### src/sv/replacement_selection_runs_assert.svh
// assertion macros for the run generator
`ifndef REPLACEMENT_SELECTION_RUNS_ASSERT_SVH
`define REPLACEMENT_SELECTION_RUNS_ASSERT_SVH

`ifndef SYNTH
`define RSR_ASSERT(lbl, clk, rst, prop) \
   lbl: assert property (@(posedge clk) disable iff (rst) prop) \
      else $error("assertion failed");
`define RSR_ASSERT_ALWAYS(lbl, clk, prop) \
   lbl: assert property (@(posedge clk) prop) \
      else $error("assertion failed");
`else
`define RSR_ASSERT(lbl, clk, rst, prop)
`define RSR_ASSERT_ALWAYS(lbl, clk, prop)
`endif

`endif

### src/sv/rsr_pkg.sv
`default_nettype none
package rsr_pkg;
   localparam int WORKSPACE = 8;
   localparam int KEY_WIDTH = 32;
   localparam int IDX_W = (WORKSPACE > 1) ? $clog2(WORKSPACE) : 1;
   localparam int CNT_W = $clog2(WORKSPACE + 1);
   localparam logic [15:0] RUN_MAX = 16'hFFFF;

   typedef logic signed [KEY_WIDTH-1:0] key_type;

   typedef enum logic [1:0] {
      ST_IDLE,
      ST_SCAN,
      ST_EMIT
   } state_type;

   typedef struct packed {
      logic             fill_write;
      logic             scan_clear;
      logic             scan_step;
      logic [IDX_W-1:0] scan_idx;
      logic             replace;
      logic             drain_take;
   } cmd_type;

   typedef struct packed {
      logic fill_full;
      logic found;
      logic drain_last;
   } sts_type;

   function automatic key_type to_key(input logic signed [31:0] v);
      return key_type'(v);
   endfunction

   function automatic logic signed [31:0] from_key(input key_type k);
      return 32'(k);
   endfunction
endpackage
`default_nettype wire

### src/sv/rsr_req_if.sv
`default_nettype none
interface rsr_req_if;
   logic               valid;
   logic               ready;
   logic signed [31:0] record_value;
   logic               end_of_input;
   modport source (output valid, record_value, end_of_input, input ready);
   modport sink (input valid, record_value, end_of_input, output ready);
endinterface
`default_nettype wire

### src/sv/rsr_rsp_if.sv
`default_nettype none
interface rsr_rsp_if;
   logic               valid;
   logic               ready;
   logic signed [31:0] out_value;
   logic [15:0]        run_index;
   logic               run_last;
   logic               stream_last;
   modport source (output valid, out_value, run_index, run_last, stream_last, input ready);
   modport sink (input valid, out_value, run_index, run_last, stream_last, output ready);
endinterface
`default_nettype wire

### src/sv/rsr_datapath.sv
`default_nettype none
module rsr_datapath (
   input  wire logic               clock,
   input  wire logic               reset,
   input  wire rsr_pkg::cmd_type   cmd,
   output rsr_pkg::sts_type        sts,
   input  wire logic signed [31:0] in_value,
   output logic signed [31:0]      out_value,
   output logic [15:0]             run_index,
   output logic                    run_last,
   output logic                    stream_last
);
   rsr_pkg::key_type                   keys_ff [rsr_pkg::WORKSPACE];
   rsr_pkg::key_type                   keys_in [rsr_pkg::WORKSPACE];
   logic [rsr_pkg::WORKSPACE-1:0]      tag_ff, tag_in, valid_ff, valid_in;
   logic [rsr_pkg::CNT_W-1:0]          fill_ff, fill_in;
   logic [15:0]                        run_ff, run_in;
   logic [rsr_pkg::IDX_W-1:0]          best_idx_ff, best_idx_in;
   rsr_pkg::key_type                   best_key_ff, best_key_in;
   rsr_pkg::key_type                   in_key_ff, in_key_in;
   logic                               best_tag_ff, best_tag_in, found_ff, found_in;
   logic signed [31:0]                 oval_ff, oval_in;
   logic [15:0]                        orun_ff, orun_in;
   logic                               orl_ff, orl_in, osl_ff, osl_in;
   rsr_pkg::key_type                   e_key;
   logic                               e_tag, e_less, new_tag, rl, sl;
   logic [rsr_pkg::WORKSPACE-1:0]      others, cur_others;
   logic [15:0]                        run_next;

   assign e_key = keys_ff[cmd.scan_idx];
   assign e_tag = tag_ff[cmd.scan_idx];
   assign e_less = !found_ff || (!e_tag && best_tag_ff) ||
                   (e_tag == best_tag_ff && e_key < best_key_ff);
   assign new_tag = in_key_ff < best_key_ff;
   assign run_next = (run_ff == rsr_pkg::RUN_MAX) ? run_ff : run_ff + 16'd1;

   always_comb begin
      others = valid_ff;
      others[best_idx_ff] = 1'b0;
      cur_others = others & ~tag_ff;
   end

   assign sl = ~|others;

   always_comb begin
      keys_in = keys_ff;
      tag_in = tag_ff;
      valid_in = valid_ff;
      fill_in = fill_ff;
      run_in = run_ff;
      best_idx_in = best_idx_ff;
      best_key_in = best_key_ff;
      best_tag_in = best_tag_ff;
      found_in = found_ff;
      in_key_in = in_key_ff;
      oval_in = oval_ff;
      orun_in = orun_ff;
      orl_in = orl_ff;
      osl_in = osl_ff;
      rl = 1'b0;
      if (cmd.fill_write || cmd.scan_clear && !cmd.replace && !cmd.drain_take)
         in_key_in = rsr_pkg::to_key(in_value);
      if (cmd.fill_write) begin
         keys_in[fill_ff[rsr_pkg::IDX_W-1:0]] = rsr_pkg::to_key(in_value);
         tag_in[fill_ff[rsr_pkg::IDX_W-1:0]] = 1'b0;
         valid_in[fill_ff[rsr_pkg::IDX_W-1:0]] = 1'b1;
         fill_in = fill_ff + rsr_pkg::CNT_W'(1);
      end
      if (cmd.scan_clear)
         found_in = 1'b0;
      if (cmd.scan_step && valid_ff[cmd.scan_idx] && e_less) begin
         found_in = 1'b1;
         best_idx_in = cmd.scan_idx;
         best_key_in = e_key;
         best_tag_in = e_tag;
      end
      if (cmd.replace) begin
         // current run ends when nothing untagged is left after the swap
         rl = ~|cur_others && new_tag;
         keys_in[best_idx_ff] = in_key_ff;
         tag_in[best_idx_ff] = new_tag;
         oval_in = rsr_pkg::from_key(best_key_ff);
         orun_in = run_ff;
         orl_in = rl;
         osl_in = 1'b0;
         if (rl) begin
            run_in = run_next;
            tag_in = '0;
         end
      end
      if (cmd.drain_take) begin
         rl = sl || ~|cur_others;
         oval_in = rsr_pkg::from_key(best_key_ff);
         orun_in = run_ff;
         orl_in = rl;
         osl_in = sl;
         valid_in[best_idx_ff] = 1'b0;
         if (sl) begin
            valid_in = '0;
            tag_in = '0;
            fill_in = '0;
            run_in = 16'd1;
         end else if (rl) begin
            run_in = run_next;
            tag_in = '0;
         end
      end
   end

   always_ff @(posedge clock) begin
      if (reset) begin
         tag_ff <= '0;
         valid_ff <= '0;
         fill_ff <= '0;
         run_ff <= 16'd1;
         found_ff <= 1'b0;
      end else begin
         tag_ff <= tag_in;
         valid_ff <= valid_in;
         fill_ff <= fill_in;
         run_ff <= run_in;
         found_ff <= found_in;
      end
      keys_ff <= keys_in;
      best_idx_ff <= best_idx_in;
      best_key_ff <= best_key_in;
      best_tag_ff <= best_tag_in;
      in_key_ff <= in_key_in;
      oval_ff <= oval_in;
      orun_ff <= orun_in;
      orl_ff <= orl_in;
      osl_ff <= osl_in;
   end

   assign sts.fill_full = fill_ff == rsr_pkg::CNT_W'(rsr_pkg::WORKSPACE);
   assign sts.found = found_ff;
   assign sts.drain_last = sl;
   assign out_value = oval_ff;
   assign run_index = orun_ff;
   assign run_last = orl_ff;
   assign stream_last = osl_ff;
endmodule
`default_nettype wire

### src/sv/rsr_control.sv
`default_nettype none
`include "replacement_selection_runs_assert.svh"
module rsr_control (
   input  wire logic             clock,
   input  wire logic             reset,
   input  wire logic             req_valid,
   output logic                  req_ready,
   input  wire logic             req_end,
   output logic                  rsp_valid,
   input  wire logic             rsp_ready,
   output rsr_pkg::cmd_type      cmd,
   input  wire rsr_pkg::sts_type sts
);
   rsr_pkg::state_type         state_ff, state_in;
   logic [rsr_pkg::IDX_W-1:0]  idx_ff, idx_in;
   logic                       drain_ff, drain_in, end_ff, end_in;
   logic                       rspv_ff, rspv_in, slot_free, idx_last;

   assign slot_free = !rspv_ff || rsp_ready;
   assign idx_last = idx_ff == rsr_pkg::IDX_W'(rsr_pkg::WORKSPACE - 1);

   always_ff @(posedge clock) begin
      if (reset) begin
         state_ff <= rsr_pkg::ST_IDLE;
         idx_ff <= '0;
         drain_ff <= 1'b0;
         end_ff <= 1'b0;
         rspv_ff <= 1'b0;
      end else begin
         state_ff <= state_in;
         idx_ff <= idx_in;
         drain_ff <= drain_in;
         end_ff <= end_in;
         rspv_ff <= rspv_in;
      end
   end

   always_comb begin
      state_in = state_ff;
      idx_in = idx_ff;
      drain_in = drain_ff;
      end_in = end_ff;
      rspv_in = rspv_ff && !rsp_ready;
      cmd = '0;
      cmd.scan_idx = idx_ff;
      req_ready = 1'b0;
      case (state_ff)
         rsr_pkg::ST_IDLE: begin
            req_ready = 1'b1;
            if (req_valid) begin
               end_in = req_end;
               idx_in = '0;
               if (!sts.fill_full) begin
                  cmd.fill_write = 1'b1;
                  if (req_end) begin
                     drain_in = 1'b1;
                     cmd.scan_clear = 1'b1;
                     state_in = rsr_pkg::ST_SCAN;
                  end
               end else begin
                  cmd.scan_clear = 1'b1;
                  drain_in = 1'b0;
                  state_in = rsr_pkg::ST_SCAN;
               end
            end
         end
         rsr_pkg::ST_SCAN: begin
            cmd.scan_step = 1'b1;
            idx_in = idx_ff + rsr_pkg::IDX_W'(1);
            if (idx_last) begin
               idx_in = '0;
               state_in = rsr_pkg::ST_EMIT;
            end
         end
         rsr_pkg::ST_EMIT: begin
            if (slot_free) begin
               rspv_in = 1'b1;
               if (drain_ff) begin
                  cmd.drain_take = 1'b1;
                  if (sts.drain_last) begin
                     drain_in = 1'b0;
                     state_in = rsr_pkg::ST_IDLE;
                  end else begin
                     cmd.scan_clear = 1'b1;
                     state_in = rsr_pkg::ST_SCAN;
                  end
               end else begin
                  cmd.replace = 1'b1;
                  if (end_ff) begin
                     drain_in = 1'b1;
                     cmd.scan_clear = 1'b1;
                     state_in = rsr_pkg::ST_SCAN;
                  end else begin
                     state_in = rsr_pkg::ST_IDLE;
                  end
               end
            end
         end
         default: state_in = rsr_pkg::ST_IDLE;
      endcase
   end

   assign rsp_valid = rspv_ff;

   `RSR_ASSERT(a_emit_slot, clock, reset, (cmd.replace || cmd.drain_take) |-> slot_free)
   `RSR_ASSERT(a_emit_found, clock, reset, state_ff == rsr_pkg::ST_EMIT |-> sts.found)
   `RSR_ASSERT(a_scan_start, clock, reset, (state_ff == rsr_pkg::ST_SCAN && $past(state_ff) != rsr_pkg::ST_SCAN) |-> idx_ff == '0)
   `RSR_ASSERT(a_scan_len, clock, reset, (state_ff == rsr_pkg::ST_SCAN && idx_last) |=> state_ff == rsr_pkg::ST_EMIT)
endmodule
`default_nettype wire

### src/sv/replacement_selection_runs.sv
`default_nettype none
// Replacement-selection run generator. The first 8 records fill the workspace and give
// no word; each later record takes a scan of every workspace entry for the winner, one
// compare per cycle, then an emit when the output slot is free, and yields one word.
// An end flag drains the workspace, scan and emit per word, runs marked by run_last and
// the last word by stream_last, then the block is back in reset state for a new stream.
// Results sit in an output register, so a new record is taken while a word waits.
module replacement_selection_runs (
   input wire logic clock,
   input wire logic reset,
   rsr_req_if.sink  req_ch,
   rsr_rsp_if.source rsp_ch
);
   rsr_pkg::cmd_type cmd;
   rsr_pkg::sts_type sts;

   rsr_control u_ctrl (
      .clock     (clock),
      .reset     (reset),
      .req_valid (req_ch.valid),
      .req_ready (req_ch.ready),
      .req_end   (req_ch.end_of_input),
      .rsp_valid (rsp_ch.valid),
      .rsp_ready (rsp_ch.ready),
      .cmd       (cmd),
      .sts       (sts)
   );

   rsr_datapath u_dp (
      .clock       (clock),
      .reset       (reset),
      .cmd         (cmd),
      .sts         (sts),
      .in_value    (req_ch.record_value),
      .out_value   (rsp_ch.out_value),
      .run_index   (rsp_ch.run_index),
      .run_last    (rsp_ch.run_last),
      .stream_last (rsp_ch.stream_last)
   );
endmodule
`default_nettype wire

### src/flat_wrapper.sv
// flat-port wrapper written by rule: the top's interface ports become plain ports
module replacement_selection_runs_flat 
  (clock, reset, req_ch_valid, req_ch_record_value, req_ch_end_of_input, req_ch_ready, rsp_ch_valid, rsp_ch_out_value, rsp_ch_run_index, rsp_ch_run_last, rsp_ch_stream_last, rsp_ch_ready);
  rsr_req_if req_ch_i ();
  rsr_rsp_if rsp_ch_i ();
  input wire logic clock;
  input wire logic reset;
  input wire logic [$bits(req_ch_i.valid)-1:0] req_ch_valid;
  input wire logic [$bits(req_ch_i.record_value)-1:0] req_ch_record_value;
  input wire logic [$bits(req_ch_i.end_of_input)-1:0] req_ch_end_of_input;
  output wire logic [$bits(req_ch_i.ready)-1:0] req_ch_ready;
  output wire logic [$bits(rsp_ch_i.valid)-1:0] rsp_ch_valid;
  output wire logic [$bits(rsp_ch_i.out_value)-1:0] rsp_ch_out_value;
  output wire logic [$bits(rsp_ch_i.run_index)-1:0] rsp_ch_run_index;
  output wire logic [$bits(rsp_ch_i.run_last)-1:0] rsp_ch_run_last;
  output wire logic [$bits(rsp_ch_i.stream_last)-1:0] rsp_ch_stream_last;
  input wire logic [$bits(rsp_ch_i.ready)-1:0] rsp_ch_ready;
  assign req_ch_i.valid = req_ch_valid;
  assign req_ch_i.record_value = req_ch_record_value;
  assign req_ch_i.end_of_input = req_ch_end_of_input;
  assign req_ch_ready = req_ch_i.ready;
  assign rsp_ch_valid = rsp_ch_i.valid;
  assign rsp_ch_out_value = rsp_ch_i.out_value;
  assign rsp_ch_run_index = rsp_ch_i.run_index;
  assign rsp_ch_run_last = rsp_ch_i.run_last;
  assign rsp_ch_stream_last = rsp_ch_i.stream_last;
  assign rsp_ch_i.ready = rsp_ch_ready;
  replacement_selection_runs u_core (.clock(clock), .reset(reset), .req_ch(req_ch_i), .rsp_ch(rsp_ch_i));
endmodule
### config.mk
export PLATFORM = sky130hd
export DESIGN_NAME = replacement_selection_runs_flat
export DESIGN_NICKNAME = d
export VERILOG_FILES = /design/src/sv/rsr_pkg.sv /design/src/sv/rsr_req_if.sv /design/src/sv/rsr_rsp_if.sv /design/src/sv/rsr_datapath.sv /design/src/sv/rsr_control.sv /design/src/sv/replacement_selection_runs.sv /design/src/flat_wrapper.sv
export VERILOG_INCLUDE_DIRS = /design/src /design/src/sv
export SDC_FILE = /design/constraint.sdc
export NUM_CORES = 1
export LEC_CHECK = 0
export ABC_CLOCK_PERIOD_IN_PS = 11200
export BUFFER_PORTS_ARGS = -buffer_cell sky130_fd_sc_hd__buf_2
export CAP_MARGIN = 0
export CORE_ASPECT_RATIO = 0.5
export CORE_MARGIN = 5
export CORE_UTILIZATION = 67
export DETAILED_ROUTE_END_ITERATION = 8
export PLACE_DENSITY = 0.86
export SYNTH_ARGS = -nofsm -noshare
export SYNTH_HDL_FRONTEND = slang
export SYNTH_SLANG_ARGS = --single-unit
### constraint.sdc
create_clock -name clock -period 11.2 [get_ports clock]
set_clock_uncertainty 0.1 [all_clocks]
set_input_delay 1.68 -clock clock [delete_from_list [all_inputs] [get_ports clock]]
set_output_delay 1.68 -clock clock [all_outputs]
set_load 0.05 [all_outputs]
==> impl_metrics.py <==
metrics = {
    "run_status": {
        "status": "complete, no violations",
    },
    "finish": {
        "drive_gt1_frac": 0.161,
        "design_area_sq_mm": 0.0219,
        "ff_latch_area_sq_mm": 0.00958,
        "post-route-util": 0.727,
        "area_growth_syn_to_layout_pct": 7.66,
        "multi_input_area_sq_mm": 0.00980,
        "layout_common_cells": "dfxtp_1 (298), nand2_1 (289), o21ai_0 (275)",
        "final_common_cell": "dfxtp_1",
        "finalNetCount": 2013,
        "nFillCells": 1935,
    },
    "clock_network": {
        "clock_latency_ns": 0.53,
        "ctsResizeCount": 0,
        "clock_sinks": 419,
        "cts_buffer_depth": 3,
        "clkTransAtPathRegs_ns": 0.07,
        "numCtsBuffers": 36,
        "hold_buffers": 0,
        "htreeDepth": 2,
        "cts-root-buf": "clkbuf_16",
        "post_cts_buffers": 0,
        "cts_tree": "yes",
    },
    "pwr": {
        "power_w": 0.00364,
        "pwr_density_cell_mw_per_mm2": 166,
        "leakage_nw": 8.83,
        "ir_worst_vdd_uv": 107,
    },
    "worst_hold_path": {
        "hold_start": "u_core.u_dp.best_key_ff[13]$_DFFE_PP_",
        "hp-class": "flip-flop to flip-flop",
        "worstHoldEndpoint": "u_core.u_dp.out_value[13]$_DFFE_PP_",
        "holdPathStages": 0,
    },
    "synthesis": {
        "ys_warn_count": 0,
        "ys.flop_type": "dfxtp_1",
        "syn-num-nets": 2045,
        "netlist_area_sq_mm": 0.0203,
        "yosys.area.top_type": "dfxtp_1",
        "ys_seq_area_frac": 0.471,
        "ys_seq_elements": 419,
        "synth_top_area_share": 0.296,
        "synth-edff-count": 118,
        "avgSynthCellArea_sq_um": 10.5,
        "synthTopCellsByArea": "dfxtp_1 (30%), edfxtp_1 (17%), mux2i_1 (13%)",
        "synthCells": 1940,
        "synthArstFlopShare": 0,
        "ys_types": 76,
    },
    "grt": {
        "grt_max_degree": 66,
        "grt_pass1_wl_mm": 83.1,
        "grt_pass1_vias": 14807,
        "grt_use_total": 0.303,
        "overflow": 0,
        "antenna_found_initial": 1,
    },
    "drt": {
        "vias": 15486,
        "ant_nets": 0,
        "routed_via_density": 6.63,
        "dr.pass1.iters": 6,
        "wire_per_inst_microns": 23.0,
        "first_iter_violations": 2378,
        "routed_wirelength_mm": 53.6,
        "drc": 0,
    },
    "worst_setup_path": {
        "r2r_slack_ns": 6.00,
        "reg2reg_depth": 12,
        "r2r-start": "u_core.u_ctrl.idx_ff[0]$_SDFFE_PP0P_",
        "required_ns": 11.34,
        "crit_type": "flip-flop to flip-flop",
        "crit_path_start_kind": "flip-flop",
        "r2r-end": "u_core.u_dp.best_key_ff[0]$_DFFE_PP_",
        "cp-end-kind": "flip-flop",
        "critPathMaxFanout": 30,
        "crit_arrival_ns": 5.34,
    },
    "run": {
        "cap_violations": 0,
    },
    "floorplan": {
        "num_rows": 45,
        "fp.dieArea_sq_mm": 0.0341,
        "coreArea_sq_mm": 0.0301,
        "fp.dieH_microns": 133,
        "initial_utilization": 0.675,
        "die_w_microns": 256,
        "ios": 89,
    },
    "sta": {
        "worstMarginPinSlew_ns": 0.930,
        "timing.fmax_mhz": 192,
        "setup_violations": 0,
        "slew_violations": 0,
        "setup_tns_ns": 0,
        "period_share": 0.464,
        "period_minus_slack_ns": 5.20,
        "rsz0062_at_grt": "no",
        "slew_headroom": 0.380,
        "finalHoldViolCount": 0,
    },
    "place": {
        "io_buffers": 88,
        "gp_congestion": 0.889,
        "dpl.hpwl_mm": 31.6,
        "placed_cell_area_sq_mm": 0.0207,
    },
}
-- per-stage QoR --
step	setup WS [ns]	hold slack (ns)	instances
final	6.00	0.365	2334
after global routing	5.80	0.367	2334
after CTS	6.06	0.362	2333
after detailed placement	6.21	0.345	2269
after global placement	6.41	0.343	2269
after floorplan	3.49	0.326	1940
-- logic make-up after synthesis --
logic type	share of synthesized area
adder cells (fa/ha/maj)	0.0418
AO/OA/AOI/OAI	0.112
multiplexers	0.222
XOR/XNOR	0.000862
buffers and inverters	0.0520
AND/OR/NAND/NOR	0.100
flip-flops	0.471
-- flip-flops by register name (all words and copies together) (netlist names), 4 cells and up --
| name | flops |
|---|---|
| u_core.u_dp.keys_ff | 256 |
| u_core.u_dp.best_key_ff | 32 |
| u_core.u_dp.in_key_ff | 32 |
| u_core.u_dp.out_value | 32 |
| u_core.u_dp.run_ff | 16 |
| u_core.u_dp.run_index | 16 |
| u_core.u_dp.tag_ff | 8 |
| u_core.u_dp.valid_ff | 8 |
| u_core.u_dp.fill_ff | 4 |
-- worst max-delay path by stage --
stage	start	end	slack [ns]	cells after the start
floorplan	u_core.u_ctrl.idx_ff[0]$_SDFFE_PP0P_	u_core.u_dp.best_idx_ff[0]$_DFFE_PP_	3.49	14
global placement	u_core.u_ctrl.idx_ff[0]$_SDFFE_PP0P_	u_core.u_dp.best_key_ff[14]$_DFFE_PP_	6.41	12
detailed placement	u_core.u_ctrl.idx_ff[0]$_SDFFE_PP0P_	u_core.u_dp.best_key_ff[3]$_DFFE_PP_	6.21	12
CTS	u_core.u_ctrl.idx_ff[0]$_SDFFE_PP0P_	u_core.u_dp.best_key_ff[2]$_DFFE_PP_	6.06	12
global route	u_core.u_ctrl.idx_ff[0]$_SDFFE_PP0P_	u_core.u_dp.best_key_ff[0]$_DFFE_PP_	5.80	12
finish	u_core.u_ctrl.idx_ff[0]$_SDFFE_PP0P_	u_core.u_dp.best_key_ff[0]$_DFFE_PP_	6.00	12
-- worst max-delay path, stage by stage, from the launching register on --
cell       delay [ns]
dfxtp_4          0.68
buf_4            0.62
mux4_2           0.58
mux2_2           0.29
ha_1             0.32
nand4_1          0.13
nor3_1           0.42
and2_1           0.23
nand3_1          0.10
or3_1            0.42
a2111oi_0        0.51
o41ai_2          0.13
buf_4            0.31
-- final cells by class --
type                       count  area share
antenna                        1    0.000114
clock buffer                  44      0.0458
clock inverter                20     0.00886
inverter                      50     0.00857
multi-input combinational   1289       0.448
sequential                   419       0.438
tap                          399      0.0228
timing repair buffer         112      0.0284
-- cell usage after synthesis, drive strengths merged (17+ instances only) --
master	count
dfxtp	301
nand2	291
o21ai	283
mux2i	262
edfxtp	118
clkbuf	108
buf	74
ha	68
mux4	68
nor2	59
inv	50
a21oi	36
mux2	32
nand3	28
a31oi	17
-- routing by layer --
layer | share of wire | vias to the layer above | wire (microns) | track usage
li1 | - | 6883 | - | -
met1 | 0.40 | 7392 | 21300 | 0.422
met2 | 0.46 | 1070 | 24500 | 0.483
met3 | 0.12 | 141 | 6190 | 0.0631
met4 | 0.030 | 0 | 1590 | 0.0970
met5 | 0 | - | 0 | 0
-- power breakdown --
| group | switching, W | internal, W | leakage [nW] |
|---|---|---|---|
| registers | 0.000120 | 0.00174 | 3.59 |
| logic | 0.000245 | 0.000240 | 4.64 |
| clock network | 0.000562 | 0.000729 | 0.593 |
| total | 0.000928 | 0.00271 | 8.83 |
Note: power is estimated with default switching activity, not from simulation.
